===== config.mk =====
export PLATFORM = sky130hd
export DESIGN_NAME = waveform_hit_detector_core
export DESIGN_NICKNAME = d
export VERILOG_FILES = /design/src/hw/rtl/whd_pkg.sv /design/src/hw/rtl/whd_ctrl.sv /design/src/hw/rtl/whd_datapath.sv /design/src/hw/rtl/waveform_hit_detector_core.sv
export SDC_FILE = /design/constraint.sdc
export NUM_CORES = 1
export LEC_CHECK = 0
export BUFFER_PORTS_ARGS = -buffer_cell sky130_fd_sc_hd__buf_4
export CORE_MARGIN = 2
export CORE_UTILIZATION = 64
export CTS_BUF_LIST = sky130_fd_sc_hd__clkbuf_2 sky130_fd_sc_hd__clkbuf_4 sky130_fd_sc_hd__clkbuf_8
export CTS_CLUSTER_SIZE = 24
export DETAILED_ROUTE_END_ITERATION = 8
export GPL_TIMING_DRIVEN = 0
export PLACE_DENSITY = 0.82
export SLEW_MARGIN = 20
export SYNTH_ARGS = -nofsm -noshare
export SYNTH_HDL_FRONTEND = slang
export SYNTH_SLANG_ARGS = --single-unit

===== constraint.sdc =====
create_clock -name clk -period 8 [get_ports clk]
set_clock_uncertainty 0.2 [all_clocks]
set_input_delay 0.8 -clock clk [delete_from_list [all_inputs] [get_ports clk]]
set_output_delay 0.8 -clock clk [all_outputs]
set_load 0.05 [all_outputs]

===== src/hw/rtl/whd_pkg.sv =====
// package for the waveform hit detector: constants, payload structs,
// controller/datapath command and status types, state and register codes
// no dependencies
package whd_pkg;

  // sizing
  localparam int MAX_AVERAGE = 16;
  localparam int HIST_DEPTH  = MAX_AVERAGE + 1;
  localparam int TAP_W       = $clog2(HIST_DEPTH);
  localparam int MAX_SAMPLES = 1024;
  localparam int IDX_W       = $clog2(MAX_SAMPLES + 1);
  localparam int SAMPLE_W    = 16;
  localparam int SUM_W       = 21;
  localparam int DIV_W       = SUM_W - 1;
  localparam int CNT_W       = 5;
  localparam int CFG_IDX_W   = 2;
  localparam int CFG_DATA_W  = 16;

  localparam logic signed [SAMPLE_W-1:0] INIT_MIN = 16'sd9999;
  localparam logic signed [SAMPLE_W-1:0] INIT_MAX = -16'sd9999;

  // register reset values
  localparam logic [4:0]                 AVG_LEN_RST   = 5'd4;
  localparam logic signed [SAMPLE_W-1:0] COMMON_TH_RST = '0;

  // configuration register indexes
  typedef enum logic [CFG_IDX_W-1:0] {
    CFG_AVG_LEN   = 2'd0,
    CFG_DROP_LAST = 2'd1,
    CFG_COMMON_TH = 2'd2
  } cfg_idx_t;

  // input item
  typedef struct packed {
    logic signed [SAMPLE_W-1:0] sample_value;
    logic                       first_sample;
    logic                       last_sample;
    logic signed [SAMPLE_W-1:0] channel_threshold;
  } in_item_t;

  // result item
  typedef struct packed {
    logic                       hit;
    logic signed [SAMPLE_W-1:0] min_diff;
    logic signed [SAMPLE_W-1:0] max_diff;
  } out_item_t;

  // controller states
  typedef enum logic [2:0] {
    ST_IDLE,
    ST_SUM,
    ST_DIV,
    ST_TRACK_NEW,
    ST_TRACK_OLD,
    ST_COMMIT
  } state_t;

  // controller to datapath
  typedef struct packed {
    logic             load;
    logic             sum_add;
    logic             take_old;
    logic             div_step;
    logic             track;
    logic             track_old;
    logic             commit;
    logic [TAP_W-1:0] tap;
  } cmd_t;

  // datapath to controller
  typedef struct packed {
    logic             eval_in;
    logic [TAP_W-1:0] len;
    logic             last_pend;
    logic             out_busy;
  } status_t;

endpackage


===== src/hw/rtl/whd_ctrl.sv =====
// controller state machine of the waveform hit detector
// sequences window sum, serial divide, min/max tracking and commit
// depends on whd_pkg
module whd_ctrl (
  input  logic             clk,
  input  logic             rst_n,
  input  logic             in_valid,
  output logic             in_ready,
  output whd_pkg::cmd_t    cmd,
  input  whd_pkg::status_t stat
);
  import whd_pkg::*;

  state_t           state_r, state_nxt;
  logic [CNT_W-1:0] cnt_r, cnt_nxt;

  // state and step counter
  always_ff @(posedge clk) begin
    if (!rst_n) begin
      state_r <= ST_IDLE;
      cnt_r   <= '0;
    end else begin
      state_r <= state_nxt;
      cnt_r   <= cnt_nxt;
    end
  end

  // next state and commands
  always_comb begin
    state_nxt = state_r;
    cnt_nxt   = cnt_r;
    cmd       = '0;
    cmd.tap   = cnt_r;
    in_ready  = 1'b0;
    unique case (state_r)
      ST_IDLE: begin
        in_ready = 1'b1;
        if (in_valid) begin
          cmd.load  = 1'b1;
          cnt_nxt   = '0;
          state_nxt = stat.eval_in ? ST_SUM : ST_COMMIT;
        end
      end
      // walk the window taps, then grab the sample just before it
      ST_SUM: begin
        if (cnt_r == stat.len) begin
          cmd.take_old = 1'b1;
          cnt_nxt      = '0;
          state_nxt    = ST_DIV;
        end else begin
          cmd.sum_add = 1'b1;
          cnt_nxt     = cnt_r + 1'b1;
        end
      end
      // one quotient bit per cycle
      ST_DIV: begin
        cmd.div_step = 1'b1;
        if (cnt_r == CNT_W'(DIV_W - 1)) begin
          cnt_nxt   = '0;
          state_nxt = ST_TRACK_NEW;
        end else begin
          cnt_nxt = cnt_r + 1'b1;
        end
      end
      ST_TRACK_NEW: begin
        cmd.track = 1'b1;
        state_nxt = ST_TRACK_OLD;
      end
      ST_TRACK_OLD: begin
        cmd.track     = 1'b1;
        cmd.track_old = 1'b1;
        state_nxt     = ST_COMMIT;
      end
      // hold a last sample while the previous result is still waiting
      ST_COMMIT: begin
        if (!(stat.last_pend && stat.out_busy)) begin
          cmd.commit = 1'b1;
          state_nxt  = ST_IDLE;
        end
      end
      default: begin
        state_nxt = ST_IDLE;
      end
    endcase
  end

endmodule


===== src/hw/rtl/whd_datapath.sv =====
// datapath of the waveform hit detector: config registers, sample history,
// window accumulator, restoring divider, min/max trackers and result register
// depends on whd_pkg
module whd_datapath (
  input  logic                           clk,
  input  logic                           rst_n,
  input  whd_pkg::in_item_t              in_data,
  output logic                           out_valid,
  input  logic                           out_ready,
  output whd_pkg::out_item_t             out_data,
  input  logic                           cfg_valid,
  input  logic [whd_pkg::CFG_IDX_W-1:0]  cfg_index,
  input  logic [whd_pkg::CFG_DATA_W-1:0] cfg_data,
  input  whd_pkg::cmd_t                  cmd,
  output whd_pkg::status_t               stat
);
  import whd_pkg::*;

  // configuration
  logic [4:0]                 avg_len_r;
  logic                       drop_last_r;
  logic signed [SAMPLE_W-1:0] cth_r;

  // current item
  logic signed [SAMPLE_W-1:0] samp_r;
  logic                       last_r;
  logic signed [SAMPLE_W-1:0] chth_r;

  // channel state
  logic [IDX_W-1:0]           idx_r;
  logic signed [SAMPLE_W-1:0] min_r;
  logic signed [SAMPLE_W-1:0] max_r;
  logic signed [SAMPLE_W-1:0] hist_r [HIST_DEPTH];

  // window sum and divider
  logic signed [SUM_W-1:0]    acc_r;
  logic signed [SAMPLE_W-1:0] old_r;
  logic                       neg_r;
  logic [4:0]                 rem_r;
  logic [DIV_W-1:0]           dq_r;

  logic                       out_valid_r;
  out_item_t                  out_r;

  logic [TAP_W-1:0]           len;
  logic [IDX_W-1:0]           idx_eff;
  logic signed [SUM_W-1:0]    acc_neg;
  logic [4:0]                 trial;
  logic                       qbit;
  logic [SAMPLE_W-1:0]        qlow;
  logic signed [SAMPLE_W-1:0] base;
  logic signed [SAMPLE_W-1:0] tsel;
  logic signed [SAMPLE_W-1:0] diff;
  logic signed [SAMPLE_W-1:0] thr;
  logic                       hit;

  // effective average length, 0 acts as 1, clamped to MAX_AVERAGE
  always_comb begin
    if (avg_len_r == '0) begin
      len = TAP_W'(1);
    end else if (avg_len_r > 5'(MAX_AVERAGE)) begin
      len = TAP_W'(MAX_AVERAGE);
    end else begin
      len = TAP_W'(avg_len_r);
    end
  end

  // evaluate decision for the item on the input port
  assign idx_eff = in_data.first_sample ? '0 : idx_r;

  assign stat.eval_in   = (idx_eff >= (IDX_W'(len) + 1'b1)) &&
                          !(in_data.last_sample && drop_last_r);
  assign stat.len       = len;
  assign stat.last_pend = last_r;
  assign stat.out_busy  = out_valid_r && !out_ready;

  // divider step: shift next dividend bit into the remainder
  assign acc_neg = -acc_r;
  assign trial   = {rem_r[3:0], dq_r[DIV_W-1]};
  assign qbit    = (trial >= 5'(len));

  // baseline, truncated toward zero, wrapped to 16 bits
  assign qlow = dq_r[SAMPLE_W-1:0];
  assign base = neg_r ? -$signed(qlow) : $signed(qlow);

  // difference from baseline, wrapped
  assign tsel = cmd.track_old ? old_r : samp_r;
  assign diff = tsel - base;

  // hit decision on the final min and max
  assign thr = (cth_r != '0) ? cth_r : chth_r;
  assign hit = (max_r > thr) || (min_r <= ~thr);

  // configuration writes
  always_ff @(posedge clk) begin
    if (!rst_n) begin
      avg_len_r   <= AVG_LEN_RST;
      drop_last_r <= 1'b0;
      cth_r       <= COMMON_TH_RST;
    end else if (cfg_valid) begin
      case (cfg_index)
        CFG_AVG_LEN:   avg_len_r   <= cfg_data[4:0];
        CFG_DROP_LAST: drop_last_r <= cfg_data[0];
        CFG_COMMON_TH: cth_r       <= $signed(cfg_data);
        default: ;
      endcase
    end
  end

  // channel control state and result handshake
  always_ff @(posedge clk) begin
    if (!rst_n) begin
      idx_r       <= '0;
      min_r       <= INIT_MIN;
      max_r       <= INIT_MAX;
      out_valid_r <= 1'b0;
    end else begin
      // a new result replaces one leaving in the same cycle
      if (cmd.commit && last_r) begin
        out_valid_r <= 1'b1;
      end else if (out_valid_r && out_ready) begin
        out_valid_r <= 1'b0;
      end
      if (cmd.load && in_data.first_sample) begin
        idx_r <= '0;
        min_r <= INIT_MIN;
        max_r <= INIT_MAX;
      end
      if (cmd.track) begin
        if (diff < min_r) begin
          min_r <= diff;
        end
        if (diff > max_r) begin
          max_r <= diff;
        end
      end
      if (cmd.commit) begin
        if (last_r) begin
          idx_r <= '0;
          min_r <= INIT_MIN;
          max_r <= INIT_MAX;
        end else if (idx_r < IDX_W'(MAX_SAMPLES)) begin
          idx_r <= idx_r + 1'b1;
        end
      end
    end
  end

  // payload: item latch, window sum, divider, history, result
  always_ff @(posedge clk) begin
    if (cmd.load) begin
      samp_r <= in_data.sample_value;
      last_r <= in_data.last_sample;
      chth_r <= in_data.channel_threshold;
      acc_r  <= '0;
    end
    if (cmd.sum_add) begin
      acc_r <= acc_r + SUM_W'(hist_r[cmd.tap]);
    end
    if (cmd.take_old) begin
      old_r <= hist_r[cmd.tap];
      neg_r <= acc_r[SUM_W-1];
      rem_r <= '0;
      dq_r  <= acc_r[SUM_W-1] ? acc_neg[DIV_W-1:0] : acc_r[DIV_W-1:0];
    end
    if (cmd.div_step) begin
      rem_r <= qbit ? (trial - 5'(len)) : trial;
      dq_r  <= {dq_r[DIV_W-2:0], qbit};
    end
    if (cmd.commit) begin
      hist_r[0] <= samp_r;
      for (int i = 1; i < HIST_DEPTH; i++) begin
        hist_r[i] <= hist_r[i-1];
      end
      if (last_r) begin
        out_r.hit      <= hit;
        out_r.min_diff <= min_r;
        out_r.max_diff <= max_r;
      end
    end
  end

  assign out_valid = out_valid_r;
  assign out_data  = out_r;

endmodule


===== src/hw/rtl/waveform_hit_detector_core.sv =====
// waveform hit detector top level: controller plus datapath
// one item at a time; an evaluated sample goes through accept, the sum over L
// window taps and the older sample (L = effective average length), the divide,
// tracking and commit; others go accept to commit; result valid the cycle after commit
// synchronous active-low reset restores register defaults and clears channel state
module waveform_hit_detector_core (
  input  logic                           clk,
  input  logic                           rst_n,
  input  logic                           in_valid,
  output logic                           in_ready,
  input  whd_pkg::in_item_t              in_data,
  output logic                           out_valid,
  input  logic                           out_ready,
  output whd_pkg::out_item_t             out_data,
  input  logic                           cfg_valid,
  output logic                           cfg_ready,
  input  logic [whd_pkg::CFG_IDX_W-1:0]  cfg_index,
  input  logic [whd_pkg::CFG_DATA_W-1:0] cfg_data
);
  import whd_pkg::*;

  cmd_t    cmd;
  status_t stat;

  // register writes are always accepted
  assign cfg_ready = 1'b1;

  // sequencing
  whd_ctrl u_ctrl (
    .clk      (clk),
    .rst_n    (rst_n),
    .in_valid (in_valid),
    .in_ready (in_ready),
    .cmd      (cmd),
    .stat     (stat)
  );

  // arithmetic and storage
  whd_datapath u_dp (
    .clk       (clk),
    .rst_n     (rst_n),
    .in_data   (in_data),
    .out_valid (out_valid),
    .out_ready (out_ready),
    .out_data  (out_data),
    .cfg_valid (cfg_valid),
    .cfg_index (cfg_index),
    .cfg_data  (cfg_data),
    .cmd       (cmd),
    .stat      (stat)
  );

`ifndef SYNTHESIS
  // one item at a time: busy right after a transfer
  a_busy_after_load: assert property (@(posedge clk) disable iff (!rst_n)
    (in_valid && in_ready) |=> !in_ready)
    else $error("input taken while an item is in flight");

  // a result only comes from committing a last sample
  a_result_source: assert property (@(posedge clk) disable iff (!rst_n)
    $rose(out_valid) |-> $past(cmd.commit && stat.last_pend))
    else $error("result without a committed last sample");

  // min and max are either untouched or ordered
  a_min_max: assert property (@(posedge clk) disable iff (!rst_n)
    out_valid |-> ((out_data.min_diff <= out_data.max_diff) ||
                   (out_data.min_diff == INIT_MIN && out_data.max_diff == INIT_MAX)))
    else $error("inconsistent min/max in result");
`endif

endmodule

# After elaboration in Yosys (flattened, before gate mapping)
# Memory sizes are Yosys's and may differ from the RTL's. A register that Yosys moved wholly into a read port is not among the register bits.
# Cells that the tools add are included.
[word_totals]
out_inout_bits = 36
ramBits = 272
ff_bits = 202
wordCells = 131
mem_count = 1
in_bits = 57
[classes]
n_lt_le_gt_ge = 8
reduce_logical = 25
bitwise = 1
add_sub_neg = 8
mux = 55
n_eq_ne = 13
[mem_list]
columns = ["name", "words", "word_bits", "rd", "rd_ports_with_merged_regs", "write_ports", "line_no", "rtl"]
rows = [
  ["u_dp.hist_r", 17, 16, 17, 1, 17, "whd_datapath.sv:33", "logic signed [SAMPLE_W-1:0] hist_r [HIST_DEPTH];"],
]
[ops]
columns = ["cell", "count"]
rows = [
  ["16-bit 2-to-1 mux", 13],
  ["20-bit 2-to-1 mux", 3],
  ["11-bit 2-to-1 mux", 5],
  ["21-bit 2-to-1 mux", 2],
  ["5-bit 2-to-1 mux", 7],
  ["16-bit > comparator", 2],
  ["21-bit by 16-bit adder with 21-bit output", 1],
  ["20-bit negator", 1],
  ["3-bit one-hot mux with 6 select lines", 1],
  ["16-bit <= comparator", 1],
  ["16-bit less-than comparator", 1],
  ["16-bit negator", 1],
  ["16-bit NOT", 1],
  ["16-bit nonzero test", 1],
  ["16-bit subtractor", 1],
  ["3-bit 2-to-1 mux", 5],
  ["5-bit one-hot mux with 3 select lines", 1],
  ["1-bit 2-to-1 mux", 14],
  ["4-bit 2-to-1 mux", 3],
  ["11-bit by 1-bit adder with 11-bit output (second input constant)", 1],
  ["11-bit >= comparator", 1],
  ["11-bit less-than comparator (second input constant)", 1],
  ["2-bit AND reduction", 5],
  ["1-bit logical AND", 7],
  ["other kinds (24)", 31],
]

# Longest topological paths before layout
[logic_depth]
depth_word = 9
ltp_mapped = 24
depth_no_buf = 21

# Hierarchy
# Synthesis repeated with hierarchy kept, for this count alone.
[hier_totals]
hier_cells = 1608
area_unflattened_um2 = 22382.7
[by_module_without_submodules]
columns = ["module", "n_inst", "cells_each", "seq_area_each_um2", "area_per_inst_um2"]
rows = [
  ["whd_datapath", 1, 1525, 13332.8, 21688.3],
  ["whd_ctrl", 1, 81, 160.2, 683.2],
  ["waveform_hit_detector_core", 1, 2, 0.0, 11.3],
]

# Worst setup path before layout
# OpenSTA, ideal clock, no wires.
[synth_timing]
kind = "input to register"
startpoint = "in out_ready"
endpoint = "mem u_dp.hist_r[0][0] (enable)"
n_path_buf = 0
t_required_ns = 7.177
stages = 3
path_slack_ns = 0.913
arrival_time_ns = 6.264
setup_time_ns = 0.623
path_cell_list = "nand3b_1 nand2_1 inv_1"
[synth_lines]
columns = ["item", "line_no", "rtl"]
rows = [
  ["start: declaration", "waveform_hit_detector_core.sv:13", "input logic out_ready,"],
  ["end: declaration", "whd_datapath.sv:33", ""],
]

# Worst setup path in the final report
[layout_timing]
startpoint = "reg u_ctrl.state_r[0]"
endpoint = "reg u_dp.max_r[7]"
[layout_via]
elab_chain_cells = 9
elab_cells_between_ends = 18
classes_between = "1 x add/sub; 1 x order compare; 3 x eq/ne; 10 x mux; 3 x reduce/logical"
[layout_lines]
columns = ["item", "line_no", "rtl"]
rows = [
  ["start: declaration", "whd_ctrl.sv:14", "state_t state_r, state_nxt;"],
  ["start signal: assignment", "whd_ctrl.sv:23", "state_r <= state_nxt;"],
  ["3-bit == test", "whd_ctrl.sv:35", "unique case (state_r)"],
  ["1-bit 2-to-1 mux", "whd_ctrl.sv:35", ""],
  ["16-bit 2-to-1 mux", "whd_datapath.sv:87", "assign tsel = cmd.track_old ? old_r : samp_r;"],
  ["16-bit subtractor", "whd_datapath.sv:88", "assign diff = tsel - base;"],
  ["16-bit > comparator", "whd_datapath.sv:133", "if (diff > max_r) begin"],
  ["16-bit 2-to-1 mux", "whd_datapath.sv:133", ""],
  ["16-bit 2-to-1 mux", "whd_datapath.sv:129", "if (cmd.track) begin"],
  ["16-bit 2-to-1 mux", "whd_datapath.sv:138", "if (last_r) begin"],
  ["16-bit 2-to-1 mux (*)", "whd_datapath.sv:137", "if (cmd.commit) begin"],
  ["end signal: assignment", "whd_datapath.sv:134", "max_r <= diff;"],
  ["end: declaration", "whd_datapath.sv:32", "logic signed [SAMPLE_W-1:0] max_r;"],
]
# Mark *: on every way between the ends. The rest lies on a longest branch, timed or not.
# A chain may end at the register's enable or synchronous reset.

==> metrics.csv <==
metric,value,unit
status,completed,
critPathBufInv,3,
port_buffers,89,
wire_per_inst,21.8,µm
area_growth,12.9,%
postRouteAntennaNets,0,
yosys_warnings,0,
vias,14400,
rsz0062_at_grt,no,
cp-end-kind,flip-flop,
nNetsFinal,1953,
p_leak,9.24,nW
drt-total-wl,50100,µm
cp.required,8310,ps
maxSlewViolCount,0,
vias_per_cell,6.26,
hold_class,in2reg,
synth.distinct_cells,76,
worstMarginPinSlew,1090,ps
hold_buffers,0,
cts_tree,built,
peakVddDrop,0.211,mV
drive_gt1_frac,0.199,
layout_commonest_cell,edfxtp_1,
grt_first_pass_wirelength,77500,µm
final.setup.tns,0,ps
worstPathMaxFanout,10,
drc_errors,0,
grt.total_usage,0.283,
hold_viol,0,
synth_flop_cell,edfxtp_1,
fin_crit,6840,ps
fp.dieW,191,µm
async_flop_share,0,
drv_cap,0,
synth-edff-count,400,
post_dp_cell_area,23700,µm²
cts_buffer_depth,3,
drt_first_iter_violations,1540,
rows,68,
slew_headroom,0.263,
slowest_delay,950,ps
critPathArrivalTime,7150,ps
post-dp-hpwl,34200,µm
power.density,337,nW/µm²
path_delay_family,simple AND/OR/NAND/NOR gates,
ys_ff_latch,479,
max_freq,146,MHz
layout_common_cells,"400 x edfxtp_1, 114 x nor2_1, 114 x ha_1",
clockRootBuffer,clkbuf_8,
antenna_found_initial,0,
crit_type,reg2reg,
core-area,34500,µm²
h-tree-depth,3,
crit_slowest_cell,o311ai_0,
crit_chain,"nor3b_2, clkbuf_1, mux2i_1, ha_1, fa_1, nor2b_1, o31a_1, o221ai_1, o311ai_0, ha_1, nand3_1, or4_1, o221ai_1, nor4bb_1, buf_2, nor2_4, buf_4, mux2i_1, nand2_1",
postSynthCellCount,1605,
globalplace.congestion,0.900,
boundaryPins,93,
first_global_vias,14300,
overflow,0,
chipHeight,191,µm
start_kind,flip-flop,
insertion_delay,640,ps
rrSetupSlack,1160,ps
path_clk_slew,60,ps
cts_setup_buffers,0,
grt_start_max_net_pins,120,
syn_avg_cell_area,13.9,µm²
drt_pass1_iterations,6,
post-route-period-util,0.855,
final_area,25200,µm²
clock-sinks,479,
ctsResizeCount,0,
die-area,36400,µm²
start_util,0.649,
seq_area_frac_synth,0.608,
setup_viol,0,
synthesis.area,22300,µm²
numCtsBuffers,77,
[through the flow]
step,setup WS [ps],total power [W],std cells,hold WS [ps],util
2_1_floorplan,913,0.00562,1606,221,-
3_3_place_gp,-981,0.00631,2150,224,0.685
3_5_place_dp,1240,0.00639,2155,228,0.688
4_1_cts,1230,0.00849,2296,107,0.732
5_1_grt,822,0.00896,2296,111,0.732
6_report,1160,0.00850,2297,140,0.732
[cell usage after synthesis, types with 20 or more instances]
cell type	instances	area share
a21o_1	20	0.0067
o21ai_0	75	0.017
mux2i_1	30	0.013
nor2_1	114	0.019
mux2_2	33	0.017
inv_1	75	0.013
a21oi_1	78	0.017
nand3_1	27	0.0060
edfxtp_1	400	0.54
ha_1	114	0.064
nand2_1	102	0.017
dfxtp_1	79	0.071
clkbuf_1	40	0.0067
mux4_2	79	0.080
xor2_1	51	0.020
xnor2_1	22	0.0086
[cells by family (layout without fill, tap and decap cells)]
logic type,after synthesis,in the layout,share of synthesized area
muxes,142,142,0.110
adders and majority gates,117,117,0.0665
AOI/OAI and AO/OA,283,283,0.0810
buffers and inverters,134,369,0.0233
DFF,479,479,0.608
xor gates and xnor gates,74,74,0.0293
other,1,3,0.000168
and+or+nand+nor,375,375,0.0818
[final timing paths]
path	start	end	cells after the start
max reg2reg	u_ctrl.state_r[0]	u_dp.max_r[7]	19
max	u_ctrl.state_r[0]	u_dp.max_r[7]	19
min	in_data[31]	u_dp.samp_r[13]	1
min reg2reg	u_dp.hist_r[1][12]	u_dp.hist_r[2][12]	0
[sequential cells by signal, indices dropped and copies added, names as in the netlist, 5 cells and up, named ones only]
register,cells
u_ctrl.cnt_r,5
u_dp.old_r,16
u_dp.avg_len_r,5
u_dp.samp_r,16
u_dp.min_r,16
u_dp.cth_r,16
u_dp.idx_r,11
u_dp.dq_r,20
u_dp.max_r,16
u_dp.hist_r,272
u_dp.out_data,33
u_dp.acc_r,21
u_dp.chth_r,16
[layout make-up]
type	count	area (µm²)
flip-flops and latches	479	13600
fillers	2166	9230
multi-input cells	993	8250
clock buffers	107	1300
repair buffers	94	769
well taps	455	569
inverters	77	297
plain buffers	57	233
clock inverters	34	211
diodes	1	2.50
[layer usage]
metal	vias up	global-route usage	wire length (µm)	share of wire
met2	647	0.437	23300	0.46
li1	6531	-	-	-
met3	131	0.0666	4360	0.087
met5	-	0	0	0
met4	0	0.117	1780	0.036
met1	7070	0.390	20700	0.41
[worst reg2reg max path: stages, from the launching register on]
cell and delay [ps]:
dfxtp_1 340, nor3b_2 820, clkbuf_1 670, mux2i_1 250, ha_1 260, fa_1 410
nor2b_1 160, o31a_1 230, o221ai_1 200, o311ai_0 950, ha_1 260, nand3_1 120
or4_1 590, o221ai_1 220, nor4bb_1 80, buf_2 190, nor2_4 270, buf_4 250
mux2i_1 200, nand2_1 60
[report_power, final]
group          total (W)  internal, W  switching [W]
Sequential       0.00351      0.00324       0.000277
Clock            0.00209      0.00110       0.000987
Combinational    0.00290      0.00119        0.00171
Total            0.00850      0.00553        0.00297
No activity file was read; power rests on OpenSTA's default activity.
